`src/utf_to_codepoint_decoder_macros.svh`:
```
// assertion macros for the utf_to_codepoint_decoder block
// included by the top level, no other dependencies
`ifndef UTF_TO_CODEPOINT_DECODER_MACROS_SVH
`define UTF_TO_CODEPOINT_DECODER_MACROS_SVH

// condition holds at every rising clock edge out of reset
`define UTF_ASSERT_ALWAYS(lbl, clk, rstn, cond) \
    lbl: assert property (@(posedge clk) disable iff (!(rstn)) (cond)) \
        else $error("utf decoder: invariant violated");

// condition in one cycle implies consequence in the next
`define UTF_ASSERT_NEXT(lbl, clk, rstn, ante, cons) \
    lbl: assert property (@(posedge clk) disable iff (!(rstn)) (ante) |=> (cons)) \
        else $error("utf decoder: sequence violated");

`endif

```
`src/utf_dec_pkg.sv`:
```
// shared types and constants for the utf to code point decoder
// no dependencies
`timescale 1ns / 1ps

package utf_dec_pkg;

    // source encoding codes
    localparam logic [2:0] ENC_UTF8    = 3'd0;
    localparam logic [2:0] ENC_UTF16BE = 3'd1;
    localparam logic [2:0] ENC_UTF16LE = 3'd2;
    localparam logic [2:0] ENC_UTF32BE = 3'd3;
    localparam logic [2:0] ENC_UTF32LE = 3'd4;

    // register index of source_encoding
    localparam logic REG_SOURCE_ENCODING = 1'b0;

    // input op codes
    localparam logic OP_DATA  = 1'b0;
    localparam logic OP_FLUSH = 1'b1;

    // surrogate constants
    localparam logic [5:0]  SURR_HIGH_TAG = 6'b110110;
    localparam logic [5:0]  SURR_LOW_TAG  = 6'b110111;
    localparam logic [31:0] SUPP_BASE     = 32'h0001_0000;

    // default output queue depth (power of two, at least 2)
    localparam int FIFO_DEPTH_DEFAULT = 4;

    typedef struct packed {
        logic [31:0] code_point;
        logic        lone_surrogate;
        logic        last_of_run;
    } result_t;

    typedef struct packed {
        logic [2:0] source_encoding;
        logic       clear;
    } cfg_t;

    typedef struct packed {
        logic       pending_valid;
        logic [1:0] bytes_collected;
    } core_status_t;

endpackage

```
`src/utf_to_codepoint_decoder.sv`:
```
// utf-8 / utf-16 / utf-32 to code point decoder, one byte per cycle while the result
// queue has room for two results. each byte passes the input register, then is decoded
// into the result queue, which drives the result word.
// a byte that yields two results pushes both at once into the result queue of
// FIFO_DEPTH entries, and they leave it one after the other.
// reset: asynchronous active low, clears decode state, queue, and encoding (utf-8)
`timescale 1ns / 1ps

`include "utf_to_codepoint_decoder_macros.svh"

module utf_to_codepoint_decoder
#(
    parameter int FIFO_DEPTH = utf_dec_pkg::FIFO_DEPTH_DEFAULT
)
(
    input  logic        clk,
    input  logic        rst_n,
    // input word
    input  logic        s_tvalid,
    output logic        s_tready,
    input  logic [7:0]  s_tdata,    // [7:0] data_byte
    input  logic        s_tuser,    // [0] op
    // result word
    output logic        m_tvalid,
    input  logic        m_tready,
    output logic [31:0] m_tdata,    // [31:0] code_point
    output logic        m_tuser,    // [0] lone_surrogate
    output logic        m_tlast,
    // configuration
    input  logic        psel,
    input  logic        penable,
    input  logic        pwrite,
    input  logic [2:0]  paddr,
    input  logic [31:0] pwdata,
    output logic [31:0] prdata,
    output logic        pready
);

    localparam int CNT_W = $clog2(FIFO_DEPTH + 1);

    utf_dec_pkg::cfg_t          cfg;
    utf_dec_pkg::result_t       res0, res1, rd;
    utf_dec_pkg::core_status_t  status;
    logic [1:0]                 push_cnt;
    logic                       room2;
    logic                       not_empty;
    logic [CNT_W-1:0]           count;
    logic                       advance;
    logic                       pop;

    logic                       in_valid_reg;
    logic                       in_op_reg;
    logic [7:0]                 in_byte_reg;

    logic                       flush_taken;
    logic                       core_idle;

    // configuration register
    utf_dec_cfg u_cfg
    (
        .clk     (clk),
        .rst_n   (rst_n),
        .psel    (psel),
        .penable (penable),
        .pwrite  (pwrite),
        .paddr   (paddr),
        .pwdata  (pwdata),
        .prdata  (prdata),
        .pready  (pready),
        .cfg     (cfg)
    );

    // input register
    assign advance  = in_valid_reg && room2;
    assign s_tready = !in_valid_reg || advance;

    always_ff @(posedge clk or negedge rst_n)
    begin
        if (!rst_n)
        begin
            in_valid_reg <= 1'b0;
        end
        else if (s_tready)
        begin
            in_valid_reg <= s_tvalid;
        end
    end

    always_ff @(posedge clk)
    begin
        if (s_tready && s_tvalid)
        begin
            in_op_reg   <= s_tuser;
            in_byte_reg <= s_tdata;
        end
    end

    // decode
    utf_dec_core u_core
    (
        .clk       (clk),
        .rst_n     (rst_n),
        .cfg       (cfg),
        .advance   (advance),
        .op        (in_op_reg),
        .data_byte (in_byte_reg),
        .push_cnt  (push_cnt),
        .res0      (res0),
        .res1      (res1),
        .status    (status)
    );

    // result queue
    assign pop = not_empty && m_tready;

    utf_dec_fifo #(
        .DEPTH (FIFO_DEPTH)
    ) u_fifo
    (
        .clk       (clk),
        .rst_n     (rst_n),
        .push_cnt  (push_cnt),
        .wr0       (res0),
        .wr1       (res1),
        .pop       (pop),
        .rd        (rd),
        .not_empty (not_empty),
        .room2     (room2),
        .count     (count)
    );

    assign m_tvalid = not_empty;
    assign m_tdata  = rd.code_point;
    assign m_tuser  = rd.lone_surrogate;
    assign m_tlast  = rd.last_of_run;

    // flush word taken by the decoder, and decoder holding nothing
    assign flush_taken = advance && in_op_reg && !cfg.clear;
    assign core_idle   = !status.pending_valid && (status.bytes_collected == 2'd0);

    // checks
    `UTF_ASSERT_ALWAYS(a_queue_bound, clk, rst_n, count <= CNT_W'(FIFO_DEPTH))
    `UTF_ASSERT_ALWAYS(a_push_fits, clk, rst_n, (push_cnt == 2'd0) || room2)
    `UTF_ASSERT_NEXT(a_flush_clears, clk, rst_n, flush_taken, core_idle)

endmodule

```
`src/utf_dec_cfg.sv`:
```
// apb-style configuration register for the source encoding
// depends on utf_dec_pkg
`timescale 1ns / 1ps

module utf_dec_cfg
(
    input  logic                clk,
    input  logic                rst_n,
    input  logic                psel,
    input  logic                penable,
    input  logic                pwrite,
    input  logic [2:0]          paddr,
    input  logic [31:0]         pwdata,
    output logic [31:0]         prdata,
    output logic                pready,
    output utf_dec_pkg::cfg_t   cfg
);

    logic [2:0] enc_reg;
    logic       wr_en;

    assign pready = 1'b1;
    assign wr_en  = psel && penable && pwrite && pready
                    && (paddr[2] == utf_dec_pkg::REG_SOURCE_ENCODING);

    // encoding register
    always_ff @(posedge clk or negedge rst_n)
    begin
        if (!rst_n)
        begin
            enc_reg <= utf_dec_pkg::ENC_UTF8;
        end
        else if (wr_en)
        begin
            enc_reg <= pwdata[2:0];
        end
    end

    // read back
    assign prdata = (paddr[2] == utf_dec_pkg::REG_SOURCE_ENCODING) ?
                    {29'b0, enc_reg} : 32'b0;

    assign cfg.source_encoding = enc_reg;
    assign cfg.clear           = wr_en;

endmodule

```
`src/utf_dec_core.sv`:
```
// decode state and single-pass decode logic, up to two results per byte
// depends on utf_dec_pkg
`timescale 1ns / 1ps

module utf_dec_core
(
    input  logic                        clk,
    input  logic                        rst_n,
    input  utf_dec_pkg::cfg_t           cfg,
    input  logic                        advance,
    input  logic                        op,
    input  logic [7:0]                  data_byte,
    output logic [1:0]                  push_cnt,
    output utf_dec_pkg::result_t        res0,
    output utf_dec_pkg::result_t        res1,
    output utf_dec_pkg::core_status_t   status
);

    logic [31:0] acc_reg,  acc_next;
    logic [1:0]  coll_reg, coll_next;
    logic [2:0]  exp_reg,  exp_next;
    logic [9:0]  ph_reg,   ph_next;
    logic        pv_reg,   pv_next;

    logic [1:0]  n;
    logic [31:0] cp0, cp1;
    logic        lone0, lone1;

    // decode of one item against the current state
    always_comb
    begin
        logic [15:0] u16;
        logic [31:0] acc_cont;
        logic        is_high, is_low;

        acc_next  = acc_reg;
        coll_next = coll_reg;
        exp_next  = exp_reg;
        ph_next   = ph_reg;
        pv_next   = pv_reg;
        n         = 2'd0;
        cp0       = '0;
        cp1       = '0;
        lone0     = 1'b0;
        lone1     = 1'b0;

        u16 = (cfg.source_encoding == utf_dec_pkg::ENC_UTF16BE) ?
              {acc_reg[7:0], data_byte} : {data_byte, acc_reg[7:0]};
        is_high  = (u16[15:10] == utf_dec_pkg::SURR_HIGH_TAG);
        is_low   = (u16[15:10] == utf_dec_pkg::SURR_LOW_TAG);
        acc_cont = {acc_reg[25:0], data_byte[5:0]};

        if (op == utf_dec_pkg::OP_FLUSH)
        begin
            // release a waiting surrogate, drop partial bytes
            if (pv_reg)
            begin
                n     = 2'd1;
                cp0   = {16'h0, utf_dec_pkg::SURR_HIGH_TAG, ph_reg};
                lone0 = 1'b1;
            end
            acc_next  = '0;
            coll_next = '0;
            exp_next  = '0;
            ph_next   = '0;
            pv_next   = 1'b0;
        end
        else
        begin
            unique case (cfg.source_encoding) inside
                utf_dec_pkg::ENC_UTF8:
                begin
                    if (coll_reg == 2'd0)
                    begin
                        if (!data_byte[7])
                        begin
                            n   = 2'd1;
                            cp0 = {24'h0, data_byte};
                        end
                        else
                        begin
                            coll_next = 2'd1;
                            if (!data_byte[5])
                            begin
                                exp_next = 3'd2;
                                acc_next = {27'h0, data_byte[4:0]};
                            end
                            else if (!data_byte[4])
                            begin
                                exp_next = 3'd3;
                                acc_next = {28'h0, data_byte[3:0]};
                            end
                            else
                            begin
                                exp_next = 3'd4;
                                acc_next = {29'h0, data_byte[2:0]};
                            end
                        end
                    end
                    else if (({1'b0, coll_reg} + 3'd1) >= exp_reg)
                    begin
                        n         = 2'd1;
                        cp0       = acc_cont;
                        acc_next  = '0;
                        coll_next = '0;
                        exp_next  = '0;
                    end
                    else
                    begin
                        acc_next  = acc_cont;
                        coll_next = coll_reg + 2'd1;
                    end
                end
                utf_dec_pkg::ENC_UTF16BE, utf_dec_pkg::ENC_UTF16LE:
                begin
                    if (coll_reg == 2'd0)
                    begin
                        acc_next  = {24'h0, data_byte};
                        coll_next = 2'd1;
                    end
                    else
                    begin
                        acc_next  = '0;
                        coll_next = '0;
                        if (pv_reg && is_low)
                        begin
                            // surrogate pair completes
                            n       = 2'd1;
                            cp0     = {12'h0, ph_reg, u16[9:0]} + utf_dec_pkg::SUPP_BASE;
                            ph_next = '0;
                            pv_next = 1'b0;
                        end
                        else if (pv_reg)
                        begin
                            // waiting surrogate goes out alone first
                            cp0   = {16'h0, utf_dec_pkg::SURR_HIGH_TAG, ph_reg};
                            lone0 = 1'b1;
                            if (is_high)
                            begin
                                n       = 2'd1;
                                ph_next = u16[9:0];
                                pv_next = 1'b1;
                            end
                            else
                            begin
                                n       = 2'd2;
                                cp1     = {16'h0, u16};
                                ph_next = '0;
                                pv_next = 1'b0;
                            end
                        end
                        else if (is_high)
                        begin
                            ph_next = u16[9:0];
                            pv_next = 1'b1;
                        end
                        else
                        begin
                            n   = 2'd1;
                            cp0 = {16'h0, u16};
                        end
                    end
                end
                utf_dec_pkg::ENC_UTF32BE, utf_dec_pkg::ENC_UTF32LE:
                begin
                    if (cfg.source_encoding == utf_dec_pkg::ENC_UTF32BE)
                    begin
                        acc_next = {acc_reg[23:0], data_byte};
                    end
                    else
                    begin
                        acc_next = acc_reg | ({24'h0, data_byte} << {coll_reg, 3'b000});
                    end
                    if (coll_reg == 2'd3)
                    begin
                        n         = 2'd1;
                        cp0       = acc_next;
                        acc_next  = '0;
                        coll_next = '0;
                    end
                    else
                    begin
                        coll_next = coll_reg + 2'd1;
                    end
                end
                default:
                begin
                    // unknown encoding: byte dropped
                    n = 2'd0;
                end
            endcase
        end
    end

    // decode state
    always_ff @(posedge clk or negedge rst_n)
    begin
        if (!rst_n)
        begin
            acc_reg  <= '0;
            coll_reg <= '0;
            exp_reg  <= '0;
            ph_reg   <= '0;
            pv_reg   <= 1'b0;
        end
        else if (cfg.clear)
        begin
            acc_reg  <= '0;
            coll_reg <= '0;
            exp_reg  <= '0;
            ph_reg   <= '0;
            pv_reg   <= 1'b0;
        end
        else if (advance)
        begin
            acc_reg  <= acc_next;
            coll_reg <= coll_next;
            exp_reg  <= exp_next;
            ph_reg   <= ph_next;
            pv_reg   <= pv_next;
        end
    end

    assign push_cnt = advance ? n : 2'd0;

    assign res0.code_point     = cp0;
    assign res0.lone_surrogate = lone0;
    assign res0.last_of_run    = (n == 2'd1);
    assign res1.code_point     = cp1;
    assign res1.lone_surrogate = lone1;
    assign res1.last_of_run    = 1'b1;

    assign status.pending_valid   = pv_reg;
    assign status.bytes_collected = coll_reg;

endmodule

```
`src/utf_dec_fifo.sv`:
```
// result queue taking up to two words per cycle, one out per cycle
// depends on utf_dec_pkg
`timescale 1ns / 1ps

module utf_dec_fifo
#(
    parameter int DEPTH = utf_dec_pkg::FIFO_DEPTH_DEFAULT
)
(
    input  logic                            clk,
    input  logic                            rst_n,
    input  logic [1:0]                      push_cnt,
    input  utf_dec_pkg::result_t            wr0,
    input  utf_dec_pkg::result_t            wr1,
    input  logic                            pop,
    output utf_dec_pkg::result_t            rd,
    output logic                            not_empty,
    output logic                            room2,
    output logic [$clog2(DEPTH+1)-1:0]      count
);

    localparam int PTR_W = $clog2(DEPTH);
    localparam int CNT_W = $clog2(DEPTH + 1);

    utf_dec_pkg::result_t   entry_reg [DEPTH];
    logic [PTR_W-1:0]       wr_ptr_reg, rd_ptr_reg;
    logic [CNT_W-1:0]       count_reg, count_next;
    logic [PTR_W-1:0]       wr_ptr_p1;

    assign wr_ptr_p1 = wr_ptr_reg + PTR_W'(1);

    // entry storage
    always_ff @(posedge clk)
    begin
        if (push_cnt != 2'd0)
        begin
            entry_reg[wr_ptr_reg] <= wr0;
        end
        if (push_cnt == 2'd2)
        begin
            entry_reg[wr_ptr_p1] <= wr1;
        end
    end

    // occupancy
    always_comb
    begin
        count_next = count_reg + CNT_W'(push_cnt) - CNT_W'(pop);
    end

    // pointers and count
    always_ff @(posedge clk or negedge rst_n)
    begin
        if (!rst_n)
        begin
            wr_ptr_reg <= '0;
            rd_ptr_reg <= '0;
            count_reg  <= '0;
        end
        else
        begin
            wr_ptr_reg <= wr_ptr_reg + PTR_W'(push_cnt);
            rd_ptr_reg <= rd_ptr_reg + PTR_W'(pop);
            count_reg  <= count_next;
        end
    end

    assign rd        = entry_reg[rd_ptr_reg];
    assign not_empty = (count_reg != '0);
    assign room2     = (count_reg <= CNT_W'(DEPTH - 2));
    assign count     = count_reg;

endmodule

```
`config.mk`:
```
export PLATFORM = sky130hd
export DESIGN_NAME = utf_to_codepoint_decoder
export DESIGN_NICKNAME = d
export VERILOG_FILES = /design/src/utf_dec_pkg.sv /design/src/utf_to_codepoint_decoder.sv /design/src/utf_dec_cfg.sv /design/src/utf_dec_core.sv /design/src/utf_dec_fifo.sv
export VERILOG_INCLUDE_DIRS = /design/src /design/src/src
export SDC_FILE = /design/constraint.sdc
export NUM_CORES = 1
export LEC_CHECK = 0
export ABC_AREA = 1
export BUFFER_PORTS_ARGS = -buffer_cell sky130_fd_sc_hd__buf_4
export CORE_MARGIN = 4
export CORE_UTILIZATION = 65
export CTS_CLUSTER_SIZE = 20
export DETAILED_ROUTE_END_ITERATION = 12
export PLACE_DENSITY = 0.86
export SYNTH_ARGS = -nofsm -noshare
export SYNTH_HDL_FRONTEND = slang
export SYNTH_HIERARCHICAL = 1
export SYNTH_SLANG_ARGS = --single-unit
```
`constraint.sdc`:
```
create_clock -name clk -period 9.9 [get_ports clk]
set_input_delay 0.99 -clock clk [delete_from_list [all_inputs] [get_ports clk]]
set_output_delay 0.99 -clock clk [all_outputs]
set_load 0.05 [all_outputs]
```
* After elaboration in Yosys (flattened, before gate mapping)
Memories as Yosys holds them, arrays and structs flattened.
Index checks and enable logic that the tools add are counted.
** Word-level totals
- Register bits after elaboration :: 68
- Memory bits (writable) :: 136
- Input port bits :: 51
- Output and inout port bits :: 69
- Memories :: 1
** Cells by class
- $add $sub $neg :: 8
- Order comparisons :: 2
- Eq/ne operators :: 12
- Shift-type cells :: 1
- Multiplexer cells :: 86
- Bitwise operators :: 2
- Reduce and logical (&&, ||, !) cells :: 25
** Memories
- u_fifo.entry_reg :: words 4, width 34, read ports 1, clocked after Yosys merged registers in 0, write ports 2, RTL line utf_dec_fifo.sv:25 : utf_dec_pkg::result_t entry_reg [DEPTH];
** Operators with widths (count)
- two-way mux 32 bit :: 20
- case mux 32 bit (3 select lines) :: 2
- two-way mux 10 bit :: 9
- two-way mux 16 bit :: 4
- bitwise OR 32 bit :: 1
- << shifter 8 x 5 -> 32 bit :: 1
- two-way mux 3 bit :: 10
- two-way mux 2 bit :: 14
- two-way mux 1 bit :: 22
- adder 20 x 17 -> 21 bit, second input constant :: 1
- == test 6 bit, second input constant :: 2
- case mux 2 bit (3 select lines) :: 2
- nonzero test 5 bit :: 2
- nonzero test 3 bit :: 3
- two-way mux 8 bit :: 1
- AND reduction 4 bit :: 2
- logical AND 1 bit :: 7
- two-way mux 7 bit :: 1
- == test 3 x 2 -> 1 bit, second input constant :: 2
- AND reduction 3 bit :: 2
- != test 5 bit, second input constant :: 1
- adder 2 x 1 -> 2 bit, second input constant :: 2
- == test 2 bit, second input constant :: 2
- two-way mux 4 bit :: 1
- 20 further kinds :: 22

* Depth between registers and ports, before layout
Gate-level depths: netlist of the first run.
- Word-level depth :: 13
- Depth in mapped cells :: 23
- Mapped depth without buffers :: 21

* By module
Netlist of the first run, hierarchy kept.
** By module, submodules not included
- utf_dec_fifo :: times used 1, cells an instance 1003, area an instance 7985.2 sq um, sequential area each 4259.1 sq um
- utf_dec_core :: times used 1, cells an instance 859, area an instance 5128.7 sq um, sequential area each 1201.2 sq um
- utf_dec_cfg :: times used 1, cells an instance 57, area an instance 402.9 sq um, sequential area each 75.1 sq um
- utf_to_codepoint_decoder :: times used 1, cells an instance 19, area an instance 330.3 sq um, sequential area each 295.3 sq um

* Least setup slack after synthesis of the first run
Ideal clock, no wire load.
- Path kind :: register -> register
- Start :: register u_core.coll_reg[1]
- End :: memory u_fifo/entry_reg[1][0] (netlist name), enable pin
- Library setup time :: 392 ps
- Data arrival time :: 3793 ps
- Data required time :: 9508 ps
- Path slack :: 5715 ps
- Cell stages (with the launch flop) :: 18
- Path buffers :: 3
- Cell sequence :: dfrtp_1 > inv_1 > clkbuf_1 > clkbuf_1 > ha_1 > ha_1 > nand3_1 > nand4_1 > nand3_1 > o211ai_1 > inv_1 > nand2_1 > a21oi_1 > nor2_1 > nor2_4 > nand2_2 > buf_2 > nand2_1
** RTL lines
- start: declaration :: RTL line utf_dec_core.sv:20 : logic [1:0] coll_reg, coll_next;
- start signal: assignment :: RTL line utf_dec_core.sv:217 : coll_reg <= coll_next;
- end: declaration :: RTL line utf_dec_fifo.sv:25

==> results of run 1 <==
==> routing by layer <==
metal  vias to the layer above  routed length [um]  track usage, %
li1                       6175                   -               -
met4                         0                1730            13.6
met3                       186                5300            6.98
met5                         -                   0               0
met2                       960               18400            53.0
met1                      6044               15300            45.1
==> final cells by class <==
class                   instances  share of cell area [%]
repair buffers                 83                    4.20
clock buffers                  22                    3.71
well taps                     275                    2.32
clock inverters                17                    1.34
multi-input cells            1384                    43.2
flip-flops and latches        204                    39.3
inverters                     234                    5.93
==> power groups by stage <==
| stage | Combinational [uW] | Sequential (uW) | Clock (uW) |
|---|---|---|---|
| after floorplan | 1570 | 1160 | 0 |
| after global placement | 2080 | 1190 | 0 |
| after detailed placement | 2120 | 1200 | 0 |
| after CTS | 2140 | 1180 | 862 |
| after global routing | 2360 | 1200 | 900 |
| final | 2190 | 1180 | 855 |
==> worst min-delay path, cell delays in order (launching register included) <==
cell and delay (ps):
dfrtp_1 360, nand2_1 60, o21ai_1 60
==> how the worst min path moves through the flow <==
stage / cells after the start / to / slack [ps] / from
after global placement: 2 / u_core/exp_reg[2]$_DFFE_PN0P_ / 470 / u_core/exp_reg[2]$_DFFE_PN0P_
final: 2 / u_core/ph_reg[9]$_DFFE_PN0P_ / 520 / u_core/ph_reg[9]$_DFFE_PN0P_
after global routing: 2 / u_core/ph_reg[5]$_DFFE_PN0P_ / 540 / u_core/ph_reg[5]$_DFFE_PN0P_
after CTS: 2 / u_core/ph_reg[5]$_DFFE_PN0P_ / 520 / u_core/ph_reg[5]$_DFFE_PN0P_
after floorplan: 2 / u_core/exp_reg[2]$_DFFE_PN0P_ / 450 / u_core/exp_reg[2]$_DFFE_PN0P_
after detailed placement: 2 / u_core/ph_reg[5]$_DFFE_PN0P_ / 500 / u_core/ph_reg[5]$_DFFE_PN0P_
==> through the flow <==
step                instance area (um2)  setup WS (ps)  hold slack, ps
floorplan                         14000           5720             453
global placement                  14100           4420             473
detailed placement                14100           4270             504
CTS                               14800           4230             520
global route                      14800           3900             539
finish                            14800           4080             521
==> results.sh, run 1 <==
export IMPL_ctsResizeCount=0
export IMPL_fin_cells=2219
export IMPL_fillers=1710
export IMPL_fin_util_pct=70.7
export IMPL_vias=13400
export IMPL_min_period_ps=5820
export IMPL_crit_slowest_cell="dfrtp_1"
export IMPL_cts_buffers_inserted=22
export IMPL_die_h_um=154
export IMPL_finalSetupTns_ps=0
export IMPL_total_power_uw=4230
export IMPL_crit_fanout=34
export IMPL_placed_cells_incl_taps=2180
export IMPL_io_buffers=58
export IMPL_postCtsSetupBuffers=0
export IMPL_first_global_vias=12400
export IMPL_layout_drive_gt1_share_pct=10.1
export IMPL_p_sw_uw=2070
export IMPL_cpLargestDelayFamily="buffers and inverters"
export IMPL_grt_overflow_total=0
export IMPL_crit_start="u_core/coll_reg[1]$_DFFE_PN0P_"
export IMPL_slew_headroom_pct=26.1
export IMPL_antenna_found_initial=0
export IMPL_cts_buffer_depth=3
export IMPL_clk_latency_ps=510
export IMPL_crit_cells=18
export IMPL_rsz0062_at_grt="no"
export IMPL_synthCells=1937
export IMPL_nets=1994
export IMPL_path_cells="inv_1, ha_1, ha_1, nand3_1, nand4_1, buf_4, nand3_1, o211ai_1, inv_1, nand2_1, a21oi_1, nor2_1, nor2_4, buf_4, nand2_2, buf_4, nand2_1, buf_4"
export IMPL_grt_usage_pct=33.4
export IMPL_internal_power_uw=2160
export IMPL_initial_utilization_pct=66.0
export IMPL_outcome="finished, final reports clean"
export IMPL_crit_arrival_ps=5970
export IMPL_peakVddDrop_mv=0.346
export IMPL_reg2reg_to="u_fifo/entry_reg[2][29]$_DFFE_PP_"
export IMPL_cp_required_ps=10050
export IMPL_drt_first_iter_violations=1748
export IMPL_avgRoutedWirePerCell_um=18.4
export IMPL_critical_path_startpoint_type="register"
export IMPL_num_rows=53
export IMPL_final_common_cell="nand2_1"
export IMPL_r2r_setup_slack_ps=4080
export IMPL_regArea_um2=5830
export IMPL_worstSetupPathType="reg -> reg"
export IMPL_n_antenna_cell=0
export IMPL_avgSynthCellArea_um2=7.14
export IMPL_cts_root_buffer="clkbuf_16"
export IMPL_final_cell_mix="669 x nand2_1, 258 x nand3_1, 220 x inv_1, 145 x edfxtp_1, 132 x o21ai_0"
export IMPL_wirelength_um=40700
export IMPL_min_path_type="reg -> reg"
export IMPL_place_hpwl_um=25100
export IMPL_cts_max_level=1
export IMPL_finClkSkew_ps=13.1
export IMPL_viasPerCell=6.02
export IMPL_area_delta_synth_final_pct=7.11
export IMPL_dieArea_um2=23700
export IMPL_dr_pass1_iters=9
export IMPL_grt_max_degree=105
export IMPL_critPathMaxStageDelay_ps=740
export IMPL_cts_tree="built"
export IMPL_place_congestion=0.956
export IMPL_setup_violations=0
export IMPL_die_x_um=154
export IMPL_path_buf_inv=6
export IMPL_crit_end="u_fifo/entry_reg[2][29]$_DFFE_PP_"
export IMPL_largest_reg_flops=136
export IMPL_ys_warn_count=6
export IMPL_cts_sinks=204
export IMPL_synth_area_um2=13800
export IMPL_seq_power_share_pct=28.0
export IMPL_p_per_area_nw_per_um2=285
export IMPL_multi_input_area_um2=6400
export IMPL_fmax_mhz=172
export IMPL_worstSetupEndpointType="register"
export IMPL_hold_buffers=0
export IMPL_p_leak_uw=0.00711
export IMPL_slew_viol_final=0
export IMPL_fin_crit_sh_pct=58.8
export IMPL_clk_pin_slew_ps=60
export IMPL_path_common_cell="buf_4"
export IMPL_tightest_slew_ps=1100
export IMPL_ff2ff_path_depth=18
export IMPL_clkPwrFrac_pct=20.2
export IMPL_ant_nets=0
export IMPL_core_area_um2=21000
export IMPL_ioPinCount=120
export IMPL_max_cap_violations=0
export IMPL_switching_share_pct=49.0
export IMPL_worstReg2RegStart="u_core/coll_reg[1]$_DFFE_PN0P_"
export IMPL_hold_viol=0
export IMPL_pwr_share_comb_pct=51.8
export IMPL_grt_pass1_wl_um=64200
export IMPL_post_route_drc_count=0
(Power assumes the default switching activity.)
==> run 2: changes to the inputs <==
--- a/config.mk
+++ b/config.mk
@@ -6,13 +6,13 @@
 export SDC_FILE = /design/constraint.sdc
 export NUM_CORES = 1
 export LEC_CHECK = 0
-export ABC_AREA = 1
+export ABC_AREA = 0
 export BUFFER_PORTS_ARGS = -buffer_cell sky130_fd_sc_hd__buf_4
 export CORE_MARGIN = 4
-export CORE_UTILIZATION = 65
+export CORE_UTILIZATION = 54
 export CTS_CLUSTER_SIZE = 20
 export DETAILED_ROUTE_END_ITERATION = 12
-export PLACE_DENSITY = 0.86
+export PLACE_DENSITY = 0.77
 export SYNTH_ARGS = -nofsm -noshare
 export SYNTH_HDL_FRONTEND = slang
 export SYNTH_HIERARCHICAL = 1
==> constraint.sdc (replaced) <==
create_clock -name clk -period 5.26 [get_ports clk]
set_input_delay 0.526 -clock clk [delete_from_list [all_inputs] [get_ports clk]]
set_output_delay 0.526 -clock clk [all_outputs]
set_load 0.05 [all_outputs]
==> results.sh, run 2 <==
export IMPL_outcome="finished, final reports clean"
export IMPL_p_leak_uw=0.00508
export IMPL_synth_area_um2=12400
export IMPL_finalSetupTns_ps=0
export IMPL_nets=1133
export IMPL_grt_usage_pct=24.6
export IMPL_crit_arrival_ps=4280
export IMPL_fin_crit_sh_pct=78.3
export IMPL_antenna_found_initial=0
export IMPL_cts_tree="built"
export IMPL_dr_pass1_iters=6
export IMPL_ctsResizeCount=0
export IMPL_tightest_slew_ps=1220
export IMPL_die_h_um=159
export IMPL_num_rows=55
export IMPL_grt_overflow_total=0
export IMPL_drt_first_iter_violations=1364
export IMPL_avgRoutedWirePerCell_um=23.4
export IMPL_final_common_cell="edfxtp_1"
export IMPL_first_global_vias=8945
export IMPL_initial_utilization_pct=54.8
export IMPL_critical_path_startpoint_type="register"
export IMPL_final_cell_mix="145 x edfxtp_1, 137 x mux2_2, 91 x buf_4, 69 x nand2_1"
export IMPL_place_hpwl_um=20500
export IMPL_pre_cts_ws_ps=1240
export IMPL_grt_max_degree=60
export IMPL_place_congestion=1.02
export IMPL_cts_sinks=204
export IMPL_largest_reg_flops=136
export IMPL_viasPerCell=6.63
export IMPL_worstSetupPathType="reg -> reg"
export IMPL_slew_headroom_pct=18.3
export IMPL_p_per_area_nw_per_um2=434
export IMPL_area_delta_synth_final_pct=10.5
export IMPL_cp_required_ps=5420
export IMPL_hold_ws_ps=120
export IMPL_post_route_drc_count=0
export IMPL_ant_nets=0
export IMPL_postCtsSetupBuffers=0
export IMPL_n_antenna_cell=0
export IMPL_ioPinCount=120
export IMPL_io_buffers=58
export IMPL_cts_max_level=1
export IMPL_crit_fanout=26
export IMPL_worstSetupEndpointType="register"
export IMPL_cts_buffers_inserted=22
export IMPL_clk_latency_ps=510
export IMPL_min_period_ps=4120
export IMPL_layout_drive_gt1_share_pct=30.5
export IMPL_clk_pin_slew_ps=70
export IMPL_finClkSkew_ps=9.81
export IMPL_layout_setup_ws_ps=1140
export IMPL_fmax_mhz=243
export IMPL_die_x_um=159
export IMPL_min_path_type="in -> async"
export IMPL_max_cap_violations=0
export IMPL_hold_viol=0
export IMPL_ys_warn_count=6
export IMPL_cts_root_buffer="clkbuf_16"
export IMPL_setup_violations=0
export IMPL_hold_buffers=0
export IMPL_core_area_um2=22600
export IMPL_avgSynthCellArea_um2=11.9
export IMPL_rsz0062_at_grt="no"
export IMPL_slew_viol_final=0
export IMPL_cts_buffer_depth=3
export IMPL_crit_start="u_core/acc_reg[6]$_DFFE_PN0P_"
export IMPL_fillers=1780
export IMPL_synthCells=1040
export IMPL_peakVddDrop_mv=0.298
export IMPL_worstReg2RegStart="u_core/acc_reg[6]$_DFFE_PN0P_"
export IMPL_wirelength_um=32000
export IMPL_grt_pass1_wl_um=50600
export IMPL_vias=9078
export IMPL_dieArea_um2=25400
-- run 2: changes by cell type in the layout (fill, tap and decap cells not counted), sizes merged, moves of 36 or more --
cell and delta:
o21ai -89, nand3 -244, mux2 +142, a22oi +50, o22ai -36, inv -203
nand2 -617, or2 -40
-- run 2: layer usage --
metal / vias to the layer above / global-route usage [%] / share of wire, %
li1: 3971 / - / -
met1: 4524 / 33.9 / 40
met2: 493 / 40.1 / 47
met3: 90 / 3.96 / 8.9
met4: 0 / 8.21 / 3.8
met5: - / 0 / 0
-- run 2: area by class of cell --
cell class	count	area, um2	area share, %
clock buffers	32	629	4.61
clock inverters	8	87.6	0.641
inverters	21	78.8	0.577
multi-input cells	723	5890	43.1
flip-flops and latches	204	5830	42.7
well taps	285	357	2.61
repair buffers	96	783	5.73
-- run 2: power by group --
group	internal [uW]	switching, uW	total (uW)
sequential	1860	210	2070
combinational	799	1510	2310
clock	926	634	1560
-- run 2: stage by stage --
stage	util, %	std cells	instance area [um2]	total power (uW)
global route	60.5	1369	13700	6170
global placement	57.4	1329	12900	4350
floorplan	-	1084	12500	3750
detailed placement	57.4	1329	12900	4380
CTS	60.5	1369	13700	5940
finish	60.5	1369	13700	5940
-- run 2: worst max-delay path: stages, from the launching register on --
cell and delay, ps:
dfrtp_1 610, and4b_1 450, nor4b_4 290, nor2_2 110, ha_1 320, nor4b_1 60
o31ai_1 260, a31oi_1 150, o21a_1 240, buf_4 190, nor4bb_4 280, buf_4 260
o21bai_4 160, buf_4 370
-- run 2: path summary, 6_finish.rpt --
path | to | slack, ps | cells past startpoint
setup reg to reg | u_fifo/entry_reg[2][14]$_DFFE_PP_ | 1140 | 13
hold reg to reg | u_fifo/rd_ptr_reg[1]$_DFF_PN0_ | 460 | 1
setup / recovery | u_fifo/entry_reg[2][14]$_DFFE_PP_ | 1140 | 13
min in group clk | in_byte_reg[1]$_DFFE_PP_ | 190 | 1
hold / removal | u_core/acc_reg[4]$_DFFE_PN0P_ | 120 | 1
max in group asynchronous | u_fifo/rd_ptr_reg[0]$_DFF_PN0_ | 4570 | 1
